--- config.mk ---
export PLATFORM = sky130hd
export DESIGN_NAME = socks5_udp_header_parser
export DESIGN_NICKNAME = d
export VERILOG_FILES = /design/src/rtl/core/s5udp_pkg.sv /design/src/rtl/core/socks5_udp_header_parser.sv /design/src/rtl/core/s5udp_step.sv
export SDC_FILE = /design/constraint.sdc
export NUM_CORES = 1
export LEC_CHECK = 0
export ABC_AREA = 0
export BUFFER_PORTS_ARGS = -buffer_cell sky130_fd_sc_hd__buf_2
export CORE_MARGIN = 8
export CORE_UTILIZATION = 60
export CTS_BUF_LIST = sky130_fd_sc_hd__clkbuf_8
export CTS_CLUSTER_DIAMETER = 40
export DETAILED_ROUTE_END_ITERATION = 16
export PLACE_DENSITY_LB_ADDON = 0.2
export SETUP_SLACK_MARGIN = 0.15
export SLEW_MARGIN = 20
export SYNTH_ARGS = -nofsm -noshare
export SYNTH_HDL_FRONTEND = slang
export SYNTH_SLANG_ARGS = --single-unit
--- constraint.sdc ---
create_clock -name clk_i -period 3.5 [get_ports clk_i]
set_clock_uncertainty 0.2 [all_clocks]
set_input_delay 0.35 -clock clk_i [delete_from_list [all_inputs] [get_ports clk_i]]
set_output_delay 0.35 -clock clk_i [all_outputs]
set_load 0.02 [all_outputs]
--- src/rtl/core/s5udp_pkg.sv ---
// Shared types and codes for the SOCKS5 UDP header parser.
// Holds wire address type codes and lengths, parser phases, role/kind/status codes and the state and result structs.
// No dependencies.
package s5udp_pkg;

  // Address type codes as carried on the wire
  localparam logic [7:0] ATYP_V4   = 8'd1;
  localparam logic [7:0] ATYP_NAME = 8'd3;
  localparam logic [7:0] ATYP_V6   = 8'd4;
  localparam logic [7:0] V4_BYTES  = 8'd4;
  localparam logic [7:0] V6_BYTES  = 8'd16;

  // Parser phases
  localparam logic [3:0] PH_RSV0    = 4'd0;
  localparam logic [3:0] PH_RSV1    = 4'd1;
  localparam logic [3:0] PH_FRAG    = 4'd2;
  localparam logic [3:0] PH_TYPE    = 4'd3;
  localparam logic [3:0] PH_DLEN    = 4'd4;
  localparam logic [3:0] PH_ADDR    = 4'd5;
  localparam logic [3:0] PH_PORTHI  = 4'd6;
  localparam logic [3:0] PH_PORTLO  = 4'd7;
  localparam logic [3:0] PH_PAYLOAD = 4'd8;

  // Byte roles
  localparam logic [1:0] ROLE_HDR     = 2'd0;
  localparam logic [1:0] ROLE_ADDR    = 2'd1;
  localparam logic [1:0] ROLE_PAYLOAD = 2'd2;
  localparam logic [1:0] ROLE_DROP    = 2'd3;

  // Address kinds as reported
  localparam logic [1:0] KIND_NONE = 2'd0;
  localparam logic [1:0] KIND_V4   = 2'd1;
  localparam logic [1:0] KIND_NAME = 2'd2;
  localparam logic [1:0] KIND_V6   = 2'd3;

  // Frame status codes
  localparam logic [2:0] ERR_NONE   = 3'd0;
  localparam logic [2:0] ERR_HEADER = 3'd1;
  localparam logic [2:0] ERR_TYPE   = 3'd2;
  localparam logic [2:0] ERR_DLEN   = 3'd3;
  localparam logic [2:0] ERR_TRUNC  = 3'd4;
  localparam logic [2:0] ERR_PORT   = 3'd5;

  typedef struct packed {
    logic [3:0]  phase;
    logic [7:0]  bytes_left;
    logic [1:0]  kind;
    logic [7:0]  offset;
    logic [15:0] port;
    logic [2:0]  err;
  } s5udp_state_t;

  localparam s5udp_state_t STATE_RESET = '{
    phase:      PH_RSV0,
    bytes_left: 8'd0,
    kind:       KIND_NONE,
    offset:     8'd0,
    port:       16'd0,
    err:        ERR_NONE
  };

  typedef struct packed {
    logic [7:0]  out_byte;
    logic [1:0]  byte_role;
    logic [1:0]  address_kind;
    logic [7:0]  address_offset;
    logic [15:0] dest_port;
    logic [2:0]  frame_status;
    logic        frame_end;
  } s5udp_result_t;

endpackage

--- src/rtl/core/socks5_udp_header_parser.sv ---
// Top level of the SOCKS5 UDP header parser: state and result registers.
// Instantiates s5udp_step; uses s5udp_pkg.

// One datagram byte is taken per cycle and gives exactly one tagged result word,
// in the cycle after acceptance, from an output register. The parser state advances
// through one shallow step per byte, so a word is taken in every cycle as long as
// the output register is empty or being drained in the same cycle; a stalled
// output holds the input off after one word. The verdict on frame_status is final
// on the word with frame_end set, and the parser starts the next datagram fresh
// on the following byte. No reset sweep is needed.
module socks5_udp_header_parser import s5udp_pkg::*; (
  input  logic        clk_i,
  input  logic        rst_ni,
  input  logic        in_valid_i,
  output logic        in_ready_o,
  input  logic [7:0]  data_byte_i,
  input  logic        last_byte_i,
  output logic        out_valid_o,
  input  logic        out_ready_i,
  output logic [7:0]  out_byte_o,
  output logic [1:0]  byte_role_o,
  output logic [1:0]  address_kind_o,
  output logic [7:0]  address_offset_o,
  output logic [15:0] dest_port_o,
  output logic [2:0]  frame_status_o,
  output logic        frame_end_o
);

  s5udp_state_t  state_q, state_d;
  s5udp_result_t res_q, res_d;
  logic          out_valid_q;
  logic          in_fire;

  assign in_ready_o = !out_valid_q || out_ready_i;
  assign in_fire    = in_valid_i && in_ready_o;

  s5udp_step u_step (
    .state_i    (state_q),
    .data_byte_i(data_byte_i),
    .last_byte_i(last_byte_i),
    .state_o    (state_d),
    .result_o   (res_d)
  );

  always_ff @(posedge clk_i or negedge rst_ni) begin
    if (!rst_ni) begin
      state_q     <= STATE_RESET;
      out_valid_q <= 1'b0;
    end else begin
      if (in_fire) begin
        state_q <= state_d;
      end
      if (in_fire) out_valid_q <= 1'b1;
      else if (out_ready_i) out_valid_q <= 1'b0;
    end
  end

  // result word needs no reset, it is qualified by out_valid_q
  always_ff @(posedge clk_i) begin
    if (in_fire) begin
      res_q <= res_d;
    end
  end

  assign out_valid_o      = out_valid_q;
  assign out_byte_o       = res_q.out_byte;
  assign byte_role_o      = res_q.byte_role;
  assign address_kind_o   = res_q.address_kind;
  assign address_offset_o = res_q.address_offset;
  assign dest_port_o      = res_q.dest_port;
  assign frame_status_o   = res_q.frame_status;
  assign frame_end_o      = res_q.frame_end;

  // last word of a datagram always returns the parser to its start
  a_restart: assert property (@(posedge clk_i) disable iff (!rst_ni)
    (in_fire && last_byte_i) |=> (state_q == STATE_RESET))
    else $error("parser did not restart after last byte");

  // an error stays latched until the datagram ends
  a_err_hold: assert property (@(posedge clk_i) disable iff (!rst_ni)
    (state_q.err != ERR_NONE && !(in_fire && last_byte_i)) |=>
      (state_q.err == $past(state_q.err)))
    else $error("latched error changed mid-datagram");

  // offsets are reported only on address words
  a_offs_zero: assert property (@(posedge clk_i) disable iff (!rst_ni)
    (out_valid_o && byte_role_o != ROLE_ADDR) |-> (address_offset_o == 8'd0))
    else $error("nonzero offset on non-address word");

  // payload is only reached after a known address kind and a nonzero port
  a_payload_ok: assert property (@(posedge clk_i) disable iff (!rst_ni)
    (out_valid_o && byte_role_o == ROLE_PAYLOAD) |->
      (address_kind_o != KIND_NONE && dest_port_o != 16'd0 &&
       frame_status_o == ERR_NONE))
    else $error("payload word without a valid header");

endmodule

--- src/rtl/core/s5udp_step.sv ---
// Per-byte parser step: next state and tagged result for one input word.
// Purely combinational; uses s5udp_pkg.
module s5udp_step import s5udp_pkg::*; (
  input  s5udp_state_t  state_i,
  input  logic [7:0]    data_byte_i,
  input  logic          last_byte_i,
  output s5udp_state_t  state_o,
  output s5udp_result_t result_o
);

  s5udp_state_t nxt;
  logic [1:0]   role;
  logic [7:0]   offs;
  logic [7:0]   port_lo;

  always_comb begin
    nxt     = state_i;
    role    = ROLE_HDR;
    offs    = 8'd0;
    port_lo = state_i.port[7:0] | data_byte_i;
    if (state_i.err != ERR_NONE) begin
      // drop everything until the end of the datagram
      role = ROLE_DROP;
    end else begin
      unique case (state_i.phase)
        PH_RSV0, PH_RSV1, PH_FRAG: begin
          if (data_byte_i != 8'd0) nxt.err = ERR_HEADER;
          else nxt.phase = 4'(state_i.phase + 4'd1);
        end
        PH_TYPE: begin
          priority if (data_byte_i == ATYP_V4) begin
            nxt.kind       = KIND_V4;
            nxt.bytes_left = V4_BYTES;
            nxt.phase      = PH_ADDR;
          end else if (data_byte_i == ATYP_V6) begin
            nxt.kind       = KIND_V6;
            nxt.bytes_left = V6_BYTES;
            nxt.phase      = PH_ADDR;
          end else if (data_byte_i == ATYP_NAME) begin
            nxt.kind  = KIND_NAME;
            nxt.phase = PH_DLEN;
          end else begin
            nxt.err = ERR_TYPE;
          end
        end
        PH_DLEN: begin
          if (data_byte_i == 8'd0) begin
            nxt.err = ERR_DLEN;
          end else begin
            nxt.bytes_left = data_byte_i;
            nxt.phase      = PH_ADDR;
          end
        end
        PH_ADDR: begin
          role           = ROLE_ADDR;
          offs           = state_i.offset;
          nxt.offset     = 8'(state_i.offset + 8'd1);
          nxt.bytes_left = 8'(state_i.bytes_left - 8'd1);
          if (nxt.bytes_left == 8'd0) nxt.phase = PH_PORTHI;
        end
        PH_PORTHI: begin
          nxt.port  = {data_byte_i, 8'd0};
          nxt.phase = PH_PORTLO;
        end
        PH_PORTLO: begin
          nxt.port = {state_i.port[15:8], port_lo};
          if ({state_i.port[15:8], port_lo} == 16'd0) nxt.err = ERR_PORT;
          else nxt.phase = PH_PAYLOAD;
        end
        default: begin
          role = ROLE_PAYLOAD;
        end
      endcase
      // an error raised by this word wins over truncation
      if (last_byte_i && nxt.err == ERR_NONE && nxt.phase != PH_PAYLOAD) begin
        nxt.err = ERR_TRUNC;
      end
    end
  end

  assign result_o = '{
    out_byte:       data_byte_i,
    byte_role:      role,
    address_kind:   nxt.kind,
    address_offset: offs,
    dest_port:      nxt.port,
    frame_status:   nxt.err,
    frame_end:      last_byte_i
  };

  // start over after the last word of a datagram
  assign state_o = last_byte_i ? STATE_RESET : nxt;

endmodule
* Word-level counts from Yosys, hierarchy flattened *
Cells that the tools add are included.

word-level totals
  logic and storage cells = 84
  output and inout bits = 42
  flip-flop bits (word level) = 82
  bits of input ports = 13

operators by class
  bitwise operators = 2
  eq/ne operators = 14
  muxes and demuxes = 30
  add/subtract/negate cells = 3
  reduce and logical (&&, ||, !) cells = 21

operator list
  kind                                                                   count
  41-bit 2-to-1 mux                                                      2
  16-bit case mux with 2 select lines                                    1
  3-bit 2-to-1 mux                                                       8
  4-bit 2-to-1 mux                                                       6
  4-bit case mux with 6 select lines                                     1
  8-bit case mux with 3 select lines                                     1
  4-bit by 3-bit equality test with 1-bit output, second input constant  4
  16-bit logical NOT                                                     1
  8-bit logical NOT                                                      2
  8-bit 2-to-1 mux                                                       2
  14-bit 2-to-1 mux                                                      1
  12-bit 2-to-1 mux                                                      1
  3-bit case mux with 4 select lines                                     1
  8-bit by 1-bit adder with 8-bit output, second input constant          1
  4-bit by 2-bit equality test with 1-bit output, second input constant  2
  8-bit by 1-bit equality test with 1-bit output, second input constant  1
  8-bit by 2-bit equality test with 1-bit output, second input constant  1
  8-bit by 3-bit equality test with 1-bit output, second input constant  1
  8-bit bitwise OR                                                       1
  8-bit nonzero test                                                     1
  8-bit by 1-bit subtractor with 8-bit output, second input constant     1
  7-bit OR reduction                                                     1
  2-bit 2-to-1 mux                                                       3
  5-bit AND reduction                                                    1
  other kinds (21)                                                       25

* Depth between registers and ports, before layout *
  depth after elaboration = 12
  gate-level depth with buffers = 9
  depth with buffers taken out = 8

* Modules after synthesis *
A second synthesis with hierarchy kept.

unflattened totals
  cell total of the unflattened synthesis = 417
  area, all modules = 4719.5 sq um

by module, submodules not included
  module                    cells each  area an instance (sq um)  times used  sequential area each (sq um)
  socks5_udp_header_parser  131         2940.3                    1           2252.2
  s5udp_step                286         1779.2                    1           0.0

* Worst setup path after synthesis *
OpenSTA, ideal clock, no wires.

  path kind = register -> register
  start point = register out_valid_q, in the netlist out_valid_o
  end point = register state_q[33] (netlist bit)
  data required time = 3179 ps
  setup slack = 461 ps
  data arrival time = 2718 ps
  stages on the path, launching flop included = 7
  library setup time = 121 ps
  cell sequence = dfrtp_1 > nand2b_1 > nand2_1 > inv_1 > clkbuf_1 > o211ai_1 > a22o_1

between the ends
  longest elaborated chain between the ends = 4

ends and longest elaborated chain
  element                        RTL line                        RTL
  start, declared                socks5_udp_header_parser.sv:31  logic out_valid_q;
  start signal, assigned         socks5_udp_header_parser.sv:48  out_valid_q <= 1'b0;
  start signal, assigned         socks5_udp_header_parser.sv:53  if (in_fire) out_valid_q <= 1'b1;
  start signal, assigned         socks5_udp_header_parser.sv:54  else if (out_ready_i) out_valid_q <= 1'b0;
  1-bit logical NOT              socks5_udp_header_parser.sv:34  assign in_ready_o = !out_valid_q || out_ready_i;
  1-bit logical OR               socks5_udp_header_parser.sv:34
  via in_ready_o                 socks5_udp_header_parser.sv:15  output logic in_ready_o,
  1-bit logical AND              socks5_udp_header_parser.sv:35  assign in_fire = in_valid_i && in_ready_o;
  via in_fire                    socks5_udp_header_parser.sv:32  logic in_fire;
  5-bit AND reduction (no line)  -
  end signal, assigned           socks5_udp_header_parser.sv:51  state_q <= state_d;
  end, declared                  socks5_udp_header_parser.sv:29  s5udp_state_t state_q, state_d;

The timed path passes the listed nets, and every way through them passes these cells.
A chain may end at the register's enable or synchronous reset.

* Worst setup path after layout *
  start point = register state_q[37] (netlist bit)
  end point = register state_q[36] (netlist bit)

between the ends
  longest elaborated chain between the ends = 4
  elaborated cells on any way between the ends = 10
  those cells by class = 5 x eq/ne; 3 x mux; 2 x reduce/logical

ends and longest elaborated chain
  element                                                                                                           RTL line          RTL
  4-bit by 3-bit equality test with 1-bit output or 4-bit by 2-bit equality test with 1-bit output (tied branches)  s5udp_step.sv:25  unique case (state_i.phase)
  8-bit case mux with 3 select lines                                                                                s5udp_step.sv:25
  41-bit 2-to-1 mux                                                                                                 s5udp_step.sv:21  if (state_i.err != ERR_NONE) begin
  41-bit 2-to-1 mux                                                                                                 s5udp_step.sv:92  assign state_o = last_byte_i ? STATE_RESET : nxt;

Parallel ways exist; a longest one is shown, timed or not. The select of a mux whose other input is x is not followed.

==> flow_metrics.py <==
metrics = {
    "synth": {
        "synthesis.nets": 409,
        "synth_largest_area_cell": "edfxtp_1",
        "syn-cell-area_mm2": 0.00418,
        "async_reset_ff_share_pct": 51.2,
        "ys.flop_type": "dfrtp_1",
        "yosysMostFrequentCell": "dfrtp_1",
        "ys_types": 58,
        "synth_area_leaders": "edfxtp_1 29%, dfrtp_1 25%, a22o_1 6.1%, nor2_1 3.4%, nand2_1 2.8%",
        "ys_seq_area_share_pct": 53.9,
        "ys_warn_count": 0,
        "ys_ff_latch": 82,
        "synth.top_cell.area_share_pct": 28.8,
        "synth.avg_cell_area_um2": 10.8,
        "synth_edf_count": 40,
        "synth_common_cells": "42 x dfrtp_1, 40 x edfxtp_1, 38 x nor2_1",
        "syn_inst": 388,
    },
    "pwr": {
        "internal_power_w": 0.00148,
        "sequentialPowerShare_pct": 52.0,
        "peakVddDrop_v": 0.000195,
        "powerDensity_mw_per_mm2": 470,
        "swShare_pct": 32.7,
        "p_leak_nw": 2.01,
        "switchingPower_w": 0.000719,
        "power_w": 0.00220,
        "p_clk_share_pct": 28.5,
        "p_comb_share_pct": 19.4,
    },
    "setup_path": {
        "path_class": "reg2reg",
        "cp.arrival_ns": 3.20,
        "crit_fanout": 11,
        "cp-end-kind": "register",
        "cp-start-kind": "register",
        "max_stage_delay_ns": 0.50,
        "cp_cell_sequence": "ha_1 -> or3b_4 -> or4_4 -> a221oi_4 -> o21a_1 -> mux2_4",
        "cp_data_required_time_ns": 3.54,
        "cp_slowest_cell": "or4_4",
    },
    "clocking": {
        "cts_hold_buf": 1,
        "cts-buffers-inserted": 9,
        "path_clk_slew_ns": 0.08,
        "insertion_delay_ns": 0.36,
        "clockRootBuffer": "clkbuf_8",
        "clk_path_buf_depth": 2,
        "cts.repair.resized": 0,
        "cts_tree": "done",
        "clkSinkCount": 82,
        "h-tree-depth": 3,
        "post-cts-setup-buffers": 0,
    },
    "die": {
        "fp.dieH_um": 99.4,
        "die_w_um": 99.4,
        "die_area_mm2": 0.00989,
        "fp-row-count": 30,
        "core_area_mm2": 0.00676,
        "start_util_pct": 61.8,
        "io_pins": 55,
    },
    "final_layout": {
        "final_cells": 522,
        "utilization_pct": 69.3,
        "areaGrowthSynthToFinish_pct": 12.1,
        "nets": 458,
        "n_antenna_cell": 0,
        "drive_above_1_share_pct": 20.6,
        "n_fill_cell": 526,
    },
    "placed_design": {
        "gp_congestion": 1.05,
        "dp.cells": 505,
        "port_buffers": 54,
        "hpwl_um": 7450,
    },
    "drt": {
        "drt_iter0_drc": 310,
        "wirelength_um": 10900,
        "final_antenna_net_count": 0,
        "wl_per_cell_um": 20.9,
        "vias_per_cell": 6.52,
        "dr.pass1.iters": 5,
        "vias": 3403,
        "route.detailed.drc": 0,
    },
    "sta": {
        "worstMarginPinSlew_ns": 0.661,
        "setup_viol": 0,
        "maxSlewHeadroom_pct": 55.8,
        "min_period_over_period_pct": 90.1,
        "setup_tns_ns": 0,
        "rsz0062_at_grt": "false",
        "period_needed_ns": 3.16,
        "hold_viol_final": 0,
        "slew_violations": 0,
        "fmax_ghz": 0.317,
    },
    "grt": {
        "grt_usage_pct": 22.4,
        "grt_pass1_wl_um": 17400,
        "grt_pass1_vias": 3239,
        "grt_overflow": 0,
        "antenna_found_initial": 0,
        "grt_max_degree": 43,
    },
    "worst_hold_path": {
        "hp-class": "in2reg",
    },
    "run_status": {
        "outcome": "finished clean",
    },
    "flow_run": {
        "maxCapViolations": 0,
    },
}
## state kept, by name (all words and copies together) (netlist names), 2 cells and up
name / flops
address_kind_o: 2
out_byte_o: 8
frame_status_o: 3
byte_role_o: 2
address_offset_o: 8
state_q: 41
dest_port_o: 16
## power by group through the flow
stage               sequential [W]  combinational, W  clock, W
floorplan                  0.00119          0.000244         0
global placement           0.00116          0.000412         0
detailed placement         0.00116          0.000424         0
CTS                        0.00114          0.000426  0.000638
global route               0.00116          0.000466  0.000670
finish                     0.00115          0.000428  0.000628
## cells by family after synthesis
kind of cell,count (synthesis),share of synthesized area (%)
xor gates and xnor gates,6,1.26
adders and majority gates,8,2.40
AOI/OAI and AO/OA,104,18.2
DFF,82,53.9
muxes,9,2.52
buffers and inverters,33,3.20
and+or+nand+nor,146,18.5
## critical path, delay by kind of cell (launching register included)
kind | cells | cell delay [ns]
AOI/OAI and AO/OA | 2 | 0.71
adders and majority gates | 1 | 0.40
DFF | 1 | 0.45
muxes | 1 | 0.33
and+or+nand+nor | 2 | 0.95
## metrics by stage
step | area, µm² | setup WS (ns) | hold WS, ns
after detailed placement | 4490 | 0.386 | 0.319
after global placement | 4490 | 0.400 | 0.306
after floorplan | 4180 | 0.461 | -0.146
after global routing | 4680 | 0.224 | 0.0248
after CTS | 4680 | 0.371 | 0.00153
final | 4680 | 0.345 | 0.00462
## cells in the final DEF (no fill, tap or decap), types with 9 or more instances in the layout
cell,instances
inv_1,10
a21oi_1,20
and3_1,12
dfrtp_1,42
clkbuf_8,9
nor2_1,38
o21ai_0,19
a22o_1,29
edfxtp_1,40
buf_2,53
nand2_1,31
## cell type report
cell class,count,area [µm²],share of cell area (%)
timing repair buffer,60,320,6.84
tap,80,100,2.14
clock inverter,7,52.6,1.12
clock buffer,9,124,2.65
inverter,11,41.3,0.882
multi-input combinational,273,1790,38.3
sequential,82,2250,48.1
## path summary, 6_finish.rpt
kind	startpoint	endpoint	slack, ns	cells past startpoint
min in group asynchronous	rst_ni	state_q[32]$_DFFE_PN0P_	0.33	2
max in group asynchronous	rst_ni	out_valid_o$_DFFE_PN0P_	2.37	2
max reg2reg	state_q[37]$_DFFE_PN0P_	state_q[36]$_DFFE_PN0P_	0.34	6
min	in_valid_i	out_valid_o$_DFFE_PN0P_	0.005	2
min reg2reg	out_valid_o$_DFFE_PN0P_	out_valid_o$_DFFE_PN0P_	0.33	2
max	state_q[37]$_DFFE_PN0P_	state_q[36]$_DFFE_PN0P_	0.34	6
## layer usage
metal | global-route usage [%] | part of all wire [%]
met1 | 29.9 | 44
met2 | 34.5 | 47
met3 | 5.52 | 7.8
met4 | 8.61 | 1.9
met5 | 0 | 0
Power figures use the tool's default switching activity.
